==> src/hw/rtl/sbi_pkg.sv <==
package sbi_pkg;

    // Default coordinate width (signed Q(n-16).16)
    localparam int COORD_BITS_DEF = 32;

    // Depth of the queue between classifier and arithmetic
    localparam int QUEUE_DEPTH = 4;

    // Configuration register indexes
    localparam logic [1:0] REG_BOX_LEFT   = 2'd0;
    localparam logic [1:0] REG_BOX_BOTTOM = 2'd1;
    localparam logic [1:0] REG_BOX_WIDTH  = 2'd2;
    localparam logic [1:0] REG_BOX_HEIGHT = 2'd3;

    // Candidate lanes, in the order they are tried
    localparam int LANES = 4;

endpackage

==> src/hw/rtl/sbi_if.sv <==
interface sbi_seg_if #(parameter int W = 32);
    logic         valid;
    logic         ready;
    logic [W-1:0] start_x;
    logic [W-1:0] start_y;
    logic [W-1:0] end_x;
    logic [W-1:0] end_y;

    modport source (output valid, start_x, start_y, end_x, end_y, input ready);
    modport sink   (input valid, start_x, start_y, end_x, end_y, output ready);
endinterface


==> src/hw/rtl/sbi_front.sv <==
module sbi_front
    import sbi_pkg::*;
#(
    parameter int W  = COORD_BITS_DEF,
    parameter int JW = 8
) (
    input  logic          i_clk,
    input  logic          i_rst_n,
    sbi_seg_if.sink       i_seg,
    input  logic [W-1:0]  i_left,
    input  logic [W-1:0]  i_bottom,
    input  logic [W-2:0]  i_width,
    input  logic [W-2:0]  i_height,
    output logic          o_valid,
    output logic [JW-1:0] o_job,
    input  logic          i_ready
);
    localparam int A = W + 1;

    typedef struct packed {
        logic [LANES-1:0]        ok;
        logic [LANES-1:0]        neg;
        logic [LANES-1:0][A-1:0] off;
        logic [LANES-1:0][W:0]   bnd;
        logic [A-1:0]            dxm;
        logic [A-1:0]            dym;
        logic [W-1:0]            sx;
        logic [W-1:0]            sy;
        logic [W-1:0]            minx;
        logic [W-1:0]            maxx;
        logic [W-1:0]            miny;
        logic [W-1:0]            maxy;
    } t_job;

    logic               r_fv;
    t_job               r_job;
    t_job               n_job;
    logic signed [W:0]  w_sx, w_sy, w_ex, w_ey, w_dx, w_dy;
    logic signed [W:0]  w_minx, w_maxx, w_miny, w_maxy;
    logic signed [W:0]  w_bnd [LANES];
    logic signed [W+1:0] w_off [LANES];
    logic               w_accept;

    assign i_seg.ready = !r_fv || i_ready;
    assign w_accept    = i_seg.valid && i_seg.ready;
    assign o_valid     = r_fv;
    assign o_job       = JW'(r_job);

    // Classify the segment: deltas, span and one candidate per box edge
    always_comb begin
        w_sx = $signed({i_seg.start_x[W-1], i_seg.start_x});
        w_sy = $signed({i_seg.start_y[W-1], i_seg.start_y});
        w_ex = $signed({i_seg.end_x[W-1], i_seg.end_x});
        w_ey = $signed({i_seg.end_y[W-1], i_seg.end_y});
        w_dx = w_ex - w_sx;
        w_dy = w_ey - w_sy;
        w_minx = (w_sx < w_ex) ? w_sx : w_ex;
        w_maxx = (w_sx < w_ex) ? w_ex : w_sx;
        w_miny = (w_sy < w_ey) ? w_sy : w_ey;
        w_maxy = (w_sy < w_ey) ? w_ey : w_sy;
        w_bnd[0] = $signed({i_left[W-1], i_left});
        w_bnd[1] = $signed({i_left[W-1], i_left}) + $signed({2'b00, i_width});
        w_bnd[2] = $signed({i_bottom[W-1], i_bottom});
        w_bnd[3] = $signed({i_bottom[W-1], i_bottom}) + $signed({2'b00, i_height});

        n_job = '0;
        for (int k = 0; k < LANES; k++) begin
            if (k < 2) begin
                w_off[k] = {w_bnd[k][W], w_bnd[k]} - {w_sx[W], w_sx};
                n_job.ok[k]  = (w_dx != 0) && (w_bnd[k] >= w_minx) && (w_bnd[k] <= w_maxx);
                n_job.neg[k] = w_off[k][W+1] ^ w_dy[W] ^ w_dx[W];
            end else begin
                w_off[k] = {w_bnd[k][W], w_bnd[k]} - {w_sy[W], w_sy};
                n_job.ok[k]  = (w_dy != 0) && (w_bnd[k] >= w_miny) && (w_bnd[k] <= w_maxy);
                n_job.neg[k] = w_off[k][W+1] ^ w_dx[W] ^ w_dy[W];
            end
            n_job.off[k] = w_off[k][W+1] ? A'(-w_off[k]) : A'(w_off[k]);
            n_job.bnd[k] = w_bnd[k];
        end
        n_job.dxm  = w_dx[W] ? A'(-w_dx) : A'(w_dx);
        n_job.dym  = w_dy[W] ? A'(-w_dy) : A'(w_dy);
        n_job.sx   = i_seg.start_x;
        n_job.sy   = i_seg.start_y;
        n_job.minx = W'(w_minx);
        n_job.maxx = W'(w_maxx);
        n_job.miny = W'(w_miny);
        n_job.maxy = W'(w_maxy);
    end

    // Hold the classified item until the queue takes it
    always_ff @(posedge i_clk) begin
        if (!i_rst_n) begin
            r_fv <= 1'b0;
        end else if (i_seg.ready) begin
            r_fv <= i_seg.valid;
        end
    end

    always_ff @(posedge i_clk) begin
        if (w_accept) begin
            r_job <= n_job;
        end
    end
endmodule

==> src/flat_wrapper.sv <==
// flat-port wrapper written by rule: the top's interface ports become plain ports
module sbi_front_flat import sbi_pkg::*;
#(
    parameter int W  = COORD_BITS_DEF,
    parameter int JW = 8
)
  (i_clk, i_rst_n, i_left, i_bottom, i_width, i_height, o_valid, o_job, i_ready, i_seg_valid, i_seg_start_x, i_seg_start_y, i_seg_end_x, i_seg_end_y, i_seg_ready);
  sbi_seg_if #(.W(W)) i_seg_i ();
  input  logic i_clk;
  input  logic i_rst_n;
  input  logic [W-1:0] i_left;
  input  logic [W-1:0] i_bottom;
  input  logic [W-2:0] i_width;
  input  logic [W-2:0] i_height;
  output logic o_valid;
  output logic [JW-1:0] o_job;
  input  logic i_ready;
  input wire logic [$bits(i_seg_i.valid)-1:0] i_seg_valid;
  input wire logic [$bits(i_seg_i.start_x)-1:0] i_seg_start_x;
  input wire logic [$bits(i_seg_i.start_y)-1:0] i_seg_start_y;
  input wire logic [$bits(i_seg_i.end_x)-1:0] i_seg_end_x;
  input wire logic [$bits(i_seg_i.end_y)-1:0] i_seg_end_y;
  output wire logic [$bits(i_seg_i.ready)-1:0] i_seg_ready;
  assign i_seg_i.valid = i_seg_valid;
  assign i_seg_i.start_x = i_seg_start_x;
  assign i_seg_i.start_y = i_seg_start_y;
  assign i_seg_i.end_x = i_seg_end_x;
  assign i_seg_i.end_y = i_seg_end_y;
  assign i_seg_ready = i_seg_i.ready;
  sbi_front #(.W(W), .JW(JW)) u_core (.i_clk(i_clk), .i_rst_n(i_rst_n), .i_seg(i_seg_i), .i_left(i_left), .i_bottom(i_bottom), .i_width(i_width), .i_height(i_height), .o_valid(o_valid), .o_job(o_job), .i_ready(i_ready));
endmodule
==> config.mk <==
export PLATFORM = sky130hd
export DESIGN_NAME = sbi_front_flat
export DESIGN_NICKNAME = d
export VERILOG_FILES = /design/src/hw/rtl/sbi_pkg.sv /design/src/hw/rtl/sbi_if.sv /design/src/hw/rtl/sbi_front.sv /design/src/flat_wrapper.sv
export SDC_FILE = /design/constraint.sdc
export NUM_CORES = 1
export LEC_CHECK = 0
export BUFFER_PORTS_ARGS = -buffer_cell sky130_fd_sc_hd__buf_4
export CAP_MARGIN = 15
export CORE_AREA = 2 2 104 106
export DETAILED_ROUTE_END_ITERATION = 8
export DIE_AREA = 0 0 106 108
export PLACE_DENSITY = 0.52
export REMOVE_ABC_BUFFERS = 1
export SYNTH_ARGS = -nofsm -noshare
export SYNTH_HDL_FRONTEND = slang
export SYNTH_SLANG_ARGS = --single-unit
==> constraint.sdc <==
create_clock -name i_clk -period 4.5 [get_ports i_clk]
set_input_delay 0.225 -clock i_clk [delete_from_list [all_inputs] [get_ports i_clk]]
set_output_delay 0.225 -clock i_clk [all_outputs]
set_load 0.05 [all_outputs]
Word-level counts from Yosys, hierarchy flattened
Cells that the tools add are included.

word-level totals
  register bits = 9
  input bits = 258
  output and inout bits = 10
  word-level logic and storage cells = 7

cells by class
  order comparisons = 1
  muxes and demuxes = 1
  reductions and logical operators = 3

operators by type and width
  operator                     count
  32-bit less-than comparator  1
  8-bit two-way mux            1
  1-bit logical AND            1
  1-bit logical NOT            1
  1-bit logical OR             1

Depth between registers and ports, before layout
  depth after elaboration = 3
  gate-level depth with buffers = 8

Least setup slack after synthesis
OpenSTA, ideal clock, no wires.

  path type = input to register
  from = in i_seg_end_y[27]
  to = reg u_core.r_job, in the netlist u_core.o_job[0], data pin
  setup time = 260 ps
  arrival time = 1862 ps
  required time = 4240 ps
  path slack = 2378 ps
  cell stages on the path = 8
  path through = inv_1 -> ha_1 -> nand4_1 -> or4_1 -> nor2_1 -> o2bb2ai_1 -> o22ai_2 -> mux2_2

RTL lines
  item                  line                RTL
  start, declared       flat_wrapper.sv:22  input wire logic [$bits(i_seg_i.end_y)-1:0] i_seg_end_y;
  end signal, assigned  sbi_front.sv:101    r_job <= n_job;
  end, declared         sbi_front.sv:36     t_job r_job;

==> summary.md <==
| Metric | Value |
|---|---|
| Cells after Synth | 131 |
| Largest family of logic cells by synthesized area | adder cells |
| Core ar. | 0.0102 sq mm |
| Post-cts resize count | 0 |
| Fin. Hold Viols | 0 |
| Post-synth top area share | 33.3% |
| Mux contribution to synthesized area | 7.74% |
| First-pass DRT Iterations | 4 |
| Pwr dens | 184 mW/mm^2 |
| Chip Width | 106 um |
| Finish-stage setup viols | 0 |
| GRT Resource Usage Total | 5.86% |
| Most frequent cells after synthesis | 32 x inv_1, 31 x ha_1, 11 x a21oi_1, 8 x edfxtp_1, 8 x mux2_2 |
| Maximum clock insertion buffer count | 2 |
| Seq cells post-synth | 9 |
| I/O pins | 268 |
| Initial antenna violation count | 1 |
| Setup Fix Bufs, Post-CTS | 0 |
| Post-synth EDFFs | 8 |
| Global-route wire length before repair | 5.41 mm |
| Most numerous cell in the Yosys netlist | inv_1 |
| WS Path Type | primary input to flip-flop |
| WL per Instance | 9.70 um |
| PortBufs | 77 |
| Reg2reg start | u_core.o_valid |
| Drt initial violations | 28 |
| Synth Area in Simple Gates | 11.8% |
| Avg Inst Size Synth | 8.88 sq um |
| CP Launch Type | primary input |
| Hold depth | 2 |
| Crit end category | flip-flop |
| Mapped Area | 0.00116 sq mm |
| Post-DP HPWL | 3.07 mm |
| Hold crit path type | primary input to flip-flop |
| DR DRC count | 0 |
| Placed cell areas | 0.00191 sq mm |
| Synth area leader | ha_1 |
| Worst EP arrival | 2.32 ns |
| Die H | 108 um |
| H-tree levels | 1 |
| Peak supply drop | 0.107 mV |
| Full die area | 0.0114 sq mm |
| Routed wire length | 3.38 mm |
| Max-slew headroom | 61.1% |
| FF-to-FF End | u_core.o_job[3] |
| Compound-Gate Fraction of Synth Area | 14.4% |
| TritonCTS clock tree | done |
| Worst reg-to-reg setup slack | 3.34 ns |
| Top FF cell, synth | edfxtp_1 |
| Hold_buf cts | 0 |
| Max Clock Skew | 0.000488 ns |
| Critical Path Fanout Max | 8 |
| Synth cell types | 27 |
| Area share of xor/xnor cells in the synthesized design | 0% |
| Reg clk slew, reported paths | 0.05 ns |
| Synth warn | 0 |
| Clock root cell | clkbuf_8 |
| Diodes inserted | 0 |
| Area Overhead vs Synth | 68.2% |
| GRT overflow | 0 |
| Fin. max-slew vios | 0 |
| Pleak | 1.01 nW |
| # nets final | 502 |
| Adder-Cell Fraction of Synth Area | 33.3% |
| Setup TNS Final | 0 ns |
| Pin count of the biggest net entering global routing | 9 |
| Worst-skew pair later-pin latency | 0.23 ns |
| Layout cells sized above 1 | 42.0% |
| Synth async-reset ratio | 0% |
| Max cap viols | 0 |
| Min cycle time layout | 2.34 ns |
| Outcome | complete, no violations |
| Crit path launch | i_seg_end_y[1] |
| Design Area, Final | 0.00196 sq mm |
| FP Rows | 37 |
| Via/cell ratio | 3.46 |
| Worst endpoint required time | 4.48 ns |
| Antenna-violating nets left | 0 |
| RSZ-0062 raised after global routing | no |
| CTS Sinks | 9 |
| Worst Max-Slew Pin Slew | 0.583 ns |
| Filler cells | 1127 |
| WHS Endpoint | u_core.o_valid |
| Routability cong. | 0.703 |
| Seq/Total Area, Yosys | 22.4% |
| Vias in the first global route | 1217 |
| FMAX | 427 MHz |
| DR vias | 1203 |
| Reg2Reg Depth | 2 |
| Tcrit/Tclk final | 52.1% |
| Starting density of the core | 11.4% |
| CTS buffer count | 3 |
| Worst Hold Launch | i_rst_n |
| Area contributors post-synth | ha_1 33%, edfxtp_1 21%, inv_1 10%, mux2_2 7.7%, a21oi_1 4.7% |
==> registers in the layout, indices dropped and copies added, names as in the netlist <==
signal	cells
u_core.o_job	8
u_core.o_valid	1
==> report_power, final <==
part | total, W | switching, W | internal (W)
Sequential | 0.000103 | 0.00000201 | 0.000101
Clock | 0.0000956 | 0.0000337 | 0.0000619
Combinational | 0.000161 | 0.0000786 | 0.0000823
==> final cells by class <==
type	count	area, sq um	share of cell area, %
well taps	136	170	8.70
multi-input cells	90	783	40.0
clock buffers	4	45.0	2.30
inverters	32	120	6.14
repair buffers	77	578	29.5
flip-flops and latches	9	260	13.3
==> through the flow <==
stage / std cells / hold slack [ns] / utilization (%) / worst slack (ns) / total power (W)
4_1_cts: 348 / 0.247 / 19.1 / 2.05 / 0.000366
2_1_floorplan: 131 / 0.364 / - / 2.38 / 0.000192
6_report: 348 / 0.253 / 19.1 / 2.16 / 0.000359
3_5_place_dp: 344 / 0.504 / 18.7 / 1.82 / 0.000267
3_3_place_gp: 344 / 0.483 / 18.7 / 1.82 / 0.000265
5_1_grt: 348 / 0.252 / 19.1 / 1.94 / 0.000388
==> cells by family after synthesis <==
logic type                 after synthesis
AOI/OAI and AO/OA                       26
adders and majority gates               31
buffers and inverters                   32
DFF                                      9
muxes                                    8
and+or+nand+nor                         25
==> cell usage in the layout (no fill, tap or decap) <==
master / count
a2111oi_0: 1
a211oi_1: 1
a21boi_0: 1
a21o_1: 2
a21oi_1: 11
a221oi_1: 1
and2_1: 1
and4_1: 3
buf_4: 77
clkbuf_1: 1
clkbuf_8: 3
dfxtp_1: 1
edfxtp_1: 8
ha_1: 31
inv_1: 32
mux2_2: 8
nand2_1: 7
nand2b_1: 2
nand3_1: 2
nand4_1: 4
nor2_1: 3
nor3_1: 1
o2111ai_1: 1
o211ai_1: 1
o21a_1: 1
o21ai_0: 4
o22ai_2: 1
o2bb2ai_1: 1
or2b_1: 1
or4_1: 1
==> per-layer routing <==
layer,track usage [%],part of all wire (%)
met5,0,0
met4,1.41,0.86
met3,2.83,14
met2,8.34,38
met1,7.93,47
==> how the worst max path moves through the flow <==
| stage | to |
|---|---|
| floorplan | u_core.o_job[0] |
| global placement | u_core.o_job[6] |
| detailed placement | u_core.o_job[3] |
| CTS | u_core.o_job[3] |
| global route | u_core.o_job[7] |
| finish | u_core.o_job[7] |
==> critical path, cell delays in order <==
cell,delay [ns]
buf_4,0.08
inv_1,0.03
ha_1,0.27
a2111oi_0,0.46
o211ai_1,0.19
o2bb2ai_1,0.19
o22ai_2,0.48
mux2_2,0.40
No activity file was read; power rests on OpenSTA's default activity.
