===== config.mk =====
export PLATFORM = sky130hd
export DESIGN_NAME = sbi_queue
export DESIGN_NICKNAME = d
export VERILOG_FILES = /design/src/hw/rtl/sbi_pkg.sv /design/src/hw/rtl/sbi_queue.sv
export SDC_FILE = /design/constraint.sdc
export NUM_CORES = 1
export LEC_CHECK = 0
export ABC_AREA = 1
export BUFFER_PORTS_ARGS = -buffer_cell sky130_fd_sc_hd__buf_2
export CORE_AREA = 2 2 71 106
export DETAILED_ROUTE_END_ITERATION = 8
export DIE_AREA = 0 0 73 108
export GPL_ROUTABILITY_DRIVEN = 0
export HOLD_SLACK_MARGIN = 0.1
export PLACE_DENSITY = 0.48
export SYNTH_ARGS = -nofsm -noshare
export SYNTH_HDL_FRONTEND = slang
export SYNTH_SLANG_ARGS = --single-unit

===== constraint.sdc =====
create_clock -name i_clk -period 2.75 [get_ports i_clk]
set_input_delay 0.55 -clock i_clk [delete_from_list [all_inputs] [get_ports i_clk]]
set_output_delay 0.55 -clock i_clk [all_outputs]
set_load 0.01 [all_outputs]

===== src/hw/rtl/sbi_pkg.sv =====
package sbi_pkg;

    // Default coordinate width (signed Q(n-16).16)
    localparam int COORD_BITS_DEF = 32;

    // Depth of the queue between classifier and arithmetic
    localparam int QUEUE_DEPTH = 4;

    // Configuration register indexes
    localparam logic [1:0] REG_BOX_LEFT   = 2'd0;
    localparam logic [1:0] REG_BOX_BOTTOM = 2'd1;
    localparam logic [1:0] REG_BOX_WIDTH  = 2'd2;
    localparam logic [1:0] REG_BOX_HEIGHT = 2'd3;

    // Candidate lanes, in the order they are tried
    localparam int LANES = 4;

endpackage


===== src/hw/rtl/sbi_queue.sv =====
module sbi_queue
    import sbi_pkg::*;
#(
    parameter int DW    = 8,
    parameter int DEPTH = QUEUE_DEPTH
) (
    input  logic          i_clk,
    input  logic          i_rst_n,
    input  logic          i_push,
    input  logic [DW-1:0] i_data,
    output logic          o_not_full,
    input  logic          i_pop,
    output logic          o_not_empty,
    output logic [DW-1:0] o_data
);
    localparam int AW = (DEPTH > 1) ? $clog2(DEPTH) : 1;
    localparam int CW = $clog2(DEPTH + 1);

    logic [DW-1:0] r_mem [DEPTH];
    logic [AW-1:0] r_wr;
    logic [AW-1:0] r_rd;
    logic [CW-1:0] r_cnt;
    logic          w_push;
    logic          w_pop;

    assign o_not_full  = (r_cnt != CW'(DEPTH));
    assign o_not_empty = (r_cnt != '0);
    assign o_data      = r_mem[r_rd];
    assign w_push      = i_push && o_not_full;
    assign w_pop       = i_pop && o_not_empty;

    // Store entries
    always_ff @(posedge i_clk) begin
        if (w_push) begin
            r_mem[r_wr] <= i_data;
        end
    end

    // Advance pointers and fill count
    always_ff @(posedge i_clk) begin
        if (!i_rst_n) begin
            r_wr  <= '0;
            r_rd  <= '0;
            r_cnt <= '0;
        end else begin
            if (w_push) begin
                r_wr <= (r_wr == AW'(DEPTH - 1)) ? '0 : r_wr + 1'b1;
            end
            if (w_pop) begin
                r_rd <= (r_rd == AW'(DEPTH - 1)) ? '0 : r_rd + 1'b1;
            end
            if (w_push && !w_pop) begin
                r_cnt <= r_cnt + 1'b1;
            end else if (w_pop && !w_push) begin
                r_cnt <= r_cnt - 1'b1;
            end
        end
    end
endmodule


## Word level (Yosys, flattened, before mapping)

Memories as Yosys holds them, arrays and structs flattened. A register that Yosys moved wholly into a read port is not among the register bits.
Index checks and enable logic that the tools add are counted.

- Register bits: 7
- Memory bits (writable): 32
- Input port bits: 12
- Word-level logic and storage cells: 27
- Memories kept: 1

- Add/subtract/negate cells: 4
- Equal/unequal tests: 3
- Muxes and demuxes: 8
- Reductions and logical operators: 8

Memories:

| memory | depth | width | rd ports | clocked after Yosys merged registers in | write ports | line | RTL |
|---|---|---|---|---|---|---|---|
| r_mem | 4 | 8 | 1 | 1 | 1 | sbi_queue.sv:19 | `logic [DW-1:0] r_mem [DEPTH];` |

Operators with widths:

| kind | number |
|---|---|
| 2-to-1 mux 2 bit | 4 |
| 2-to-1 mux 3 bit | 2 |
| adder 2 x 1 -> 2 bit, second input constant | 2 |
| == test 2 bit, second input constant | 2 |
| logical AND 1 bit | 4 |
| adder 3 x 1 -> 3 bit, second input constant | 1 |
| inequality test 3 bit, second input constant | 1 |
| nonzero test 3 bit | 1 |
| subtractor 3 x 1 -> 3 bit, second input constant | 1 |
| logical NOT 1 bit | 2 |
| 2-to-1 mux 1 bit | 2 |
| nonzero test 2 bit | 1 |

## Logic depth before layout (Yosys ltp)

Gate-level depths: netlist of the first run.

- Depth in word-level cells: 6
- Mapped depth: 13
- Mapped depth without buffers: 13

## Worst setup path before layout of the first run

OpenSTA, ideal clock, no wires.

- Kind: reg2reg
- Start point: reg r_cnt[1]
- End point: reg r_cnt[1]
- Arrival: 1.579 ns
- Data required time: 2.634 ns
- Path slack: 1.056 ns
- Cell stages (with the launch flop): 10
- Buffers on the path: 0
- Cells stage by stage: dfxtp_1 -> nor2_2 -> nand2_2 -> nand2_2 -> inv_1 -> ha_1 -> inv_1 -> fa_1 -> o21ai_0 -> nor2_1

- Longest elaborated chain between the ends: 5
- Elaborated cells between the ends (all ways): 13
- Classes of those cells: 2 x add/sub; 1 x eq/ne; 2 x mux; 8 x reduce/logical

RTL lines:

| what | line | RTL |
|---|---|---|
| start: declaration | sbi_queue.sv:22 | `logic [CW-1:0] r_cnt;` |
| start signal: assignment | sbi_queue.sv:53 | `r_cnt <= r_cnt + 1'b1;` |
| start signal: assignment | sbi_queue.sv:55 | `r_cnt <= r_cnt - 1'b1;` |
| inequality test 3 bit * | sbi_queue.sv:26 | `assign o_not_full = (r_cnt != CW'(DEPTH));` |
| named net o_not_full | sbi_queue.sv:11 | `output logic o_not_full,` |
| logical AND 1 bit * | sbi_queue.sv:29 | `assign w_push = i_push && o_not_full;` |
| named net w_push | sbi_queue.sv:23 | `logic w_push;` |
| logical NOT 1 bit | sbi_queue.sv:54 | `end else if (w_pop && !w_push) begin` |
| logical AND 1 bit | sbi_queue.sv:54 |  |
| nonzero test 2 bit (no line) | -- |  |

The timed path passes the listed nets; every way through them passes the cells marked *. The select of a mux whose other input is x is not followed.
A chain may end at the register's enable or synchronous reset.

==> flow_summary.json, run 1 <==
{
  "status": "finished, final reports clean",
  "yosys.area.top_type": "edfxtp_1",
  "coreArea_um2": 6900,
  "wl_um": 3130,
  "vdd.ir_drop.worst_mv": 0.358,
  "dr.pass1.iters": 4,
  "required_ns": 2.20,
  "dieArea_um2": 7880,
  "hold_slack_ns": 0.476,
  "p_leak_nw": 0.770,
  "worstSetupPathType": "flop to output pin",
  "fmax_mhz": 440,
  "start_kind": "flop",
  "ys_seq_area_share_pct": 67.5,
  "critPathMaxFanout": 17,
  "grt_pass1_vias": 1077,
  "seqPwrFrac_pct": 48.1,
  "area_growth_pct": 16.7,
  "yosysWarnings": 0,
  "drv_cap": 0,
  "ctsHoldBuffers": 0,
  "io_buffers": 21,
  "intPower_w": 0.00116,
  "power_switching_w": 0.000617,
  "place_inst": 245,
  "drcViolationCount": 0,
  "num-nets-final": 193,
  "setup_ws_ns": 0.479,
  "finalCritPeriodShare_pct": 82.6,
  "comb_power_share_pct": 30.8,
  "report.final.slew_viol_count": 0,
  "min_path_type": "input port to flop",
  "skew_ns": 0.00540,
  "grt_use_total_pct": 9.00,
  "cts_setup_buffers": 0,
  "grt_pass1_wl_um": 5350,
  "ys_types": 19,
  "num_rows": 37,
  "tightest_slew_ns": 0.779,
  "cts.path.max_buffers": 2,
  "start_util_pct": 24.5,
  "final_cell_count_no_fill": 253,
  "syn_avg_cell_area_um2": 11.6,
  "pre_cts_slack_ns": 0.779,
  "rsz0062_at_grt": "false",
  "clkLatencyLatePin_ns": 0.29,
  "n_fill_cell": 714,
  "root_buffer": "clkbuf_8",
  "synth-seq-cells": 41,
  "drive_above_1_share_pct": 21.7,
  "cts.htree.levels": 2,
  "syn_area_um2": 1690,
  "grt_max_degree": 18,
  "ant_nets": 0,
  "synthesis.nets": 165,
  "p_clk_share_pct": 21.1,
  "cts.clk_slew.worst_paths_ns": 0.08,
  "synthCells": 146,
  "cts_buffers": 5,
  "fin_setup_tns_ns": 0,
  "viasPerCell": 4.29,
  "fin_crit_ns": 2.27,
  "drt-initial-drc-count": 30,
  "post-route-util_pct": 28.6,
  "wire_per_inst_um": 12.4,
  "dieHeight_um": 108,
  "cts_tree": "yes",
  "slew_headroom_pct": 47.8,
  "worst_ep_arrival_time_ns": 1.72,
  "cp-end-kind": "output pin",
  "io_pins": 22,
  "swShare_pct": 34.8,
  "diodes": 0,
  "p_per_area_nw_per_um2": 900,
  "finalSetupViolations": 0,
  "via_count": 1086,
  "rrSetupSlack_ns": 0.98,
  "synthTopCellsByArea": "edfxtp_1 57%, dfxtp_1 11%, nor2_1 7.1%",
  "dp_hpwl_um": 2220,
  "clock_sinks": 41,
  "die_x_um": 73,
  "grt.overflow.total": 0,
  "antenna_found_initial": 0,
  "ctsResizeCount": 0,
  "final-hold-violation-count": 0,
  "synth_top_area_share_pct": 56.8
}
## path summary, 6_finish.rpt
path,depth (start not counted),startpoint,end
worst max-delay path,4,flop,o_data[7]
worst min-delay path,1,i_data[6],r_mem[1][6]
worst max register to register,9,r_cnt[1],r_cnt[1]
worst min register to register,2,r_cnt[0],r_cnt[0]
## kinds of logic after synthesis
| logic type | after synthesis | share of synthesized area (%) |
|---|---|---|
| adder cells (fa/ha/maj) | 7 | 5.63 |
| buffers and inverters | 19 | 5.11 |
| AO/OA/AOI/OAI | 28 | 9.55 |
| flip-flops | 41 | 67.5 |
| AND/OR/NAND/NOR | 51 | 12.2 |
## state kept, by name, indices dropped and copies added (netlist names), named ones only
signal and count:
r_rd 2, r_cnt 3, r_wr 2, r_mem 32
## synthesized netlist by cell type
library cell  count
o22ai_1           8
nand4_1           1
o21ai_2           3
dfxtp_1           9
o21ai_0          14
nor2_1           32
o21ai_1           1
nor2_2            1
ha_1              6
nand3b_1          1
inv_2             1
buf_6             2
inv_1            16
edfxtp_1         32
a21oi_1           2
fa_1              1
nand2_1          13
nand2_2           2
nand3_1           1
## power by group through the flow
stage,clock (W),sequential [W],combinational [W]
floorplan,0,0.000836,0.000410
global placement,0,0.000867,0.000559
detailed placement,0,0.000870,0.000557
CTS,0.000391,0.000857,0.000562
global route,0.000416,0.000872,0.000638
finish,0.000374,0.000853,0.000546
## final cells by class
| class | count | area, µm² | area share, % |
|---|---|---|---|
| Clock inverter | 3 | 17.5 | 0.888 |
| Multi-Input combinational cell | 86 | 463 | 23.5 |
| Timing Repair Buffer | 23 | 120 | 6.09 |
| Inverter | 17 | 63.8 | 3.24 |
| Tap cell | 78 | 97.6 | 4.95 |
| Clock buffer | 5 | 68.8 | 3.49 |
| Sequential cell | 41 | 1140 | 57.9 |
## cell usage in the layout, fill, tap and decap left out, types with 3 or more instances in the layout
| cell type | count |
|---|---|
| nor2_1 | 32 |
| edfxtp_1 | 32 |
| buf_2 | 21 |
| inv_1 | 16 |
| o21ai_0 | 14 |
| nand2_1 | 13 |
| dfxtp_1 | 9 |
| o22ai_1 | 8 |
| ha_1 | 6 |
| clkbuf_8 | 5 |
| o21ai_2 | 3 |
## metrics by stage
| step | total power [W] | instance area [µm²] |
|---|---|---|
| global placement | 0.00143 | 1890 |
| global route | 0.00193 | 1970 |
| CTS | 0.00181 | 1970 |
| detailed placement | 0.00143 | 1890 |
| finish | 0.00177 | 1970 |
| floorplan | 0.00125 | 1690 |
## worst max-delay path: stages (launching register included)
cell,delay [ns]
dfxtp_1,0.71
inv_2,0.26
o21ai_0,0.22
o22ai_1,0.09
buf_2,0.15
## routing by layer
layer	global-route usage, %	vias up	wire length, µm
met2	14.9	31	1580
li1	-	550	-
met5	0	-	0
met1	10.8	497	1310
met3	2.42	8	174
met4	3.97	0	67
Note: power is estimated with default switching activity, not from simulation.
==> inputs of run 2 (changes only) <==
--- a/config.mk
+++ b/config.mk
@@ -12,7 +12,7 @@
 export DIE_AREA = 0 0 73 108
 export GPL_ROUTABILITY_DRIVEN = 0
 export HOLD_SLACK_MARGIN = 0.1
-export PLACE_DENSITY = 0.48
+export PLACE_DENSITY = 0.49
 export SYNTH_ARGS = -nofsm -noshare
 export SYNTH_HDL_FRONTEND = slang
 export SYNTH_SLANG_ARGS = --single-unit
==> constraint.sdc (replaced) <==
create_clock -name i_clk -period 1.9 [get_ports i_clk]
set_input_delay 0.38 -clock i_clk [delete_from_list [all_inputs] [get_ports i_clk]]
set_output_delay 0.38 -clock i_clk [all_outputs]
set_load 0.01 [all_outputs]
==> run 2 against run 1 <==
Non-clock buffer count up 5. Sequential power up 42%. Power up 56%. Clock skew up 0.0010 ns. Final cell count up 2.0%. Sequential share of layout area down 1.9 points. Count of clock-buffer cells in the layout unchanged. Critical path type unchanged.
==> flow_summary.json, run 2 (synthesis results as in run 1) <==
{
  "fin_crit_ns": 1.77,
  "dp_hpwl_um": 2230,
  "grt.overflow.total": 0,
  "ctsHoldBuffers": 0,
  "cts.path.max_buffers": 2,
  "clkLatencyLatePin_ns": 0.28,
  "cp-end-kind": "output pin",
  "final-hold-violation-count": 0,
  "min_path_type": "input port to flop",
  "status": "finished, final reports clean",
  "grt_use_total_pct": 8.43,
  "diodes": 0,
  "grt_pass1_wl_um": 4890,
  "clock_sinks": 41,
  "viasPerCell": 4.24,
  "dieHeight_um": 108,
  "cts.clk_slew.worst_paths_ns": 0.08,
  "root_buffer": "clkbuf_8",
  "largestRegisters": "r_mem x32, r_cnt x3",
  "wire_per_inst_um": 11.9,
  "setup_ws_ns": 0.133,
  "worst_r2r_path_depth": 9,
  "die_x_um": 73,
  "r2r_end": "r_cnt[1]",
  "top_register": "r_mem",
  "mostFrequentLayoutCells": "32 x nor2_1, 32 x edfxtp_1, 21 x buf_2",
  "fin_area_um2": 2040,
  "skew_ns": 0.00641,
  "fmax_mhz": 566,
  "pre_cts_slack_ns": 0.104,
  "area_growth_pct": 20.6,
  "fin_setup_tns_ns": 0,
  "antenna_found_initial": 0,
  "place_area_um2": 1920,
  "grt_pass1_vias": 1112,
  "finalCritPeriodShare_pct": 93.0,
  "multi_input_area_um2": 468,
  "critPathMaxFanout": 9,
  "place_inst": 250,
  "post-route-util_pct": 29.5,
  "dr.pass1.iters": 4,
  "dieArea_um2": 7880,
  "cts_buffers": 5,
  "tightest_slew_ns": 0.378,
  "slew_headroom_pct": 74.8,
  "regArea_um2": 1140,
  "drt-initial-drc-count": 12,
  "start_util_pct": 24.5,
  "num-nets-final": 198,
  "regToRegStartpoint": "r_cnt[1]",
  "report.final.slew_viol_count": 0,
  "via_count": 1093,
  "final_cell_count_no_fill": 258,
  "io_buffers": 21,
  "ant_nets": 0,
  "cts.htree.levels": 2,
  "cts_tree": "yes",
  "rsz0062_at_grt": "false",
  "endpoint": "o_data[1]",
  "largest_register_ffs": 32,
  "coreArea_um2": 6900,
  "vdd.ir_drop.worst_mv": 0.690,
  "drv_cap": 0,
  "worstSetupPathType": "flop to output pin",
  "required_ns": 1.52,
  "p_per_area_nw_per_um2": 1360,
  "n_fill_cell": 707,
  "grt_max_degree": 17,
  "p_leak_nw": 0.805,
  "worst_ep_arrival_time_ns": 1.39,
  "rrSetupSlack_ns": 0.17,
  "finalSetupViolations": 0,
  "drcViolationCount": 0,
  "wl_um": 3080,
  "start_kind": "flop",
  "io_pins": 22,
  "drive_above_1_share_pct": 23.9,
  "num_rows": 37
}
[run 2: worst min path at each step]
stage              start          end  cells after the start
2_1_floorplan  i_data[0]  r_mem[0][0]                      0
3_3_place_gp    r_cnt[0]     r_cnt[0]                      2
3_5_place_dp    r_cnt[0]     r_cnt[0]                      2
4_1_cts        i_data[3]  r_mem[3][3]                      1
5_1_grt        i_data[3]  r_mem[3][3]                      1
6_report       i_data[3]  r_mem[3][3]                      1
[run 2: through the flow]
step,hold slack (ns),power (W)
floorplan,0.479,0.00180
global placement,0.502,0.00212
detailed placement,0.517,0.00213
CTS,0.303,0.00281
global route,0.290,0.00298
finish,0.308,0.00277
[run 2: critical path: stages (launching register included)]
cell	delay, ns
dfxtp_1	0.55
inv_2	0.19
o21ai_0	0.12
o22ai_1	0.10
buf_2	0.14
[run 2: layout make-up]
type,count,area share (%)
inverters,17,3.13
multi-input cells,86,23.0
repair buffers,28,7.73
clock buffers,5,3.38
clock inverters,3,2.03
well taps,78,4.79
flip-flops and latches,41,56.0
[run 2: power breakdown]
part / leakage [nW] / switching (W) / internal (W)
Clock: 0.0518 / 0.000284 / 0.000386
Combinational: 0.385 / 0.000530 / 0.000350
Sequential: 0.368 / 0.000101 / 0.00111
Total: 0.805 / 0.000915 / 0.00185
[run 2: repair_timing]
item / in CTS / in global routing
buffers inserted: 0 / 0
endpoints found under the setup margin: 1 / 2
gates resized for setup: 1 / 2
[run 2: layer usage]
layer	routed length [µm]	vias to the layer above	global-route usage, %
li1	-	559	-
met1	1150	506	7.50
met2	1720	23	16.4
met3	140	5	2.61
met4	62	0	3.97
met5	0	-	0
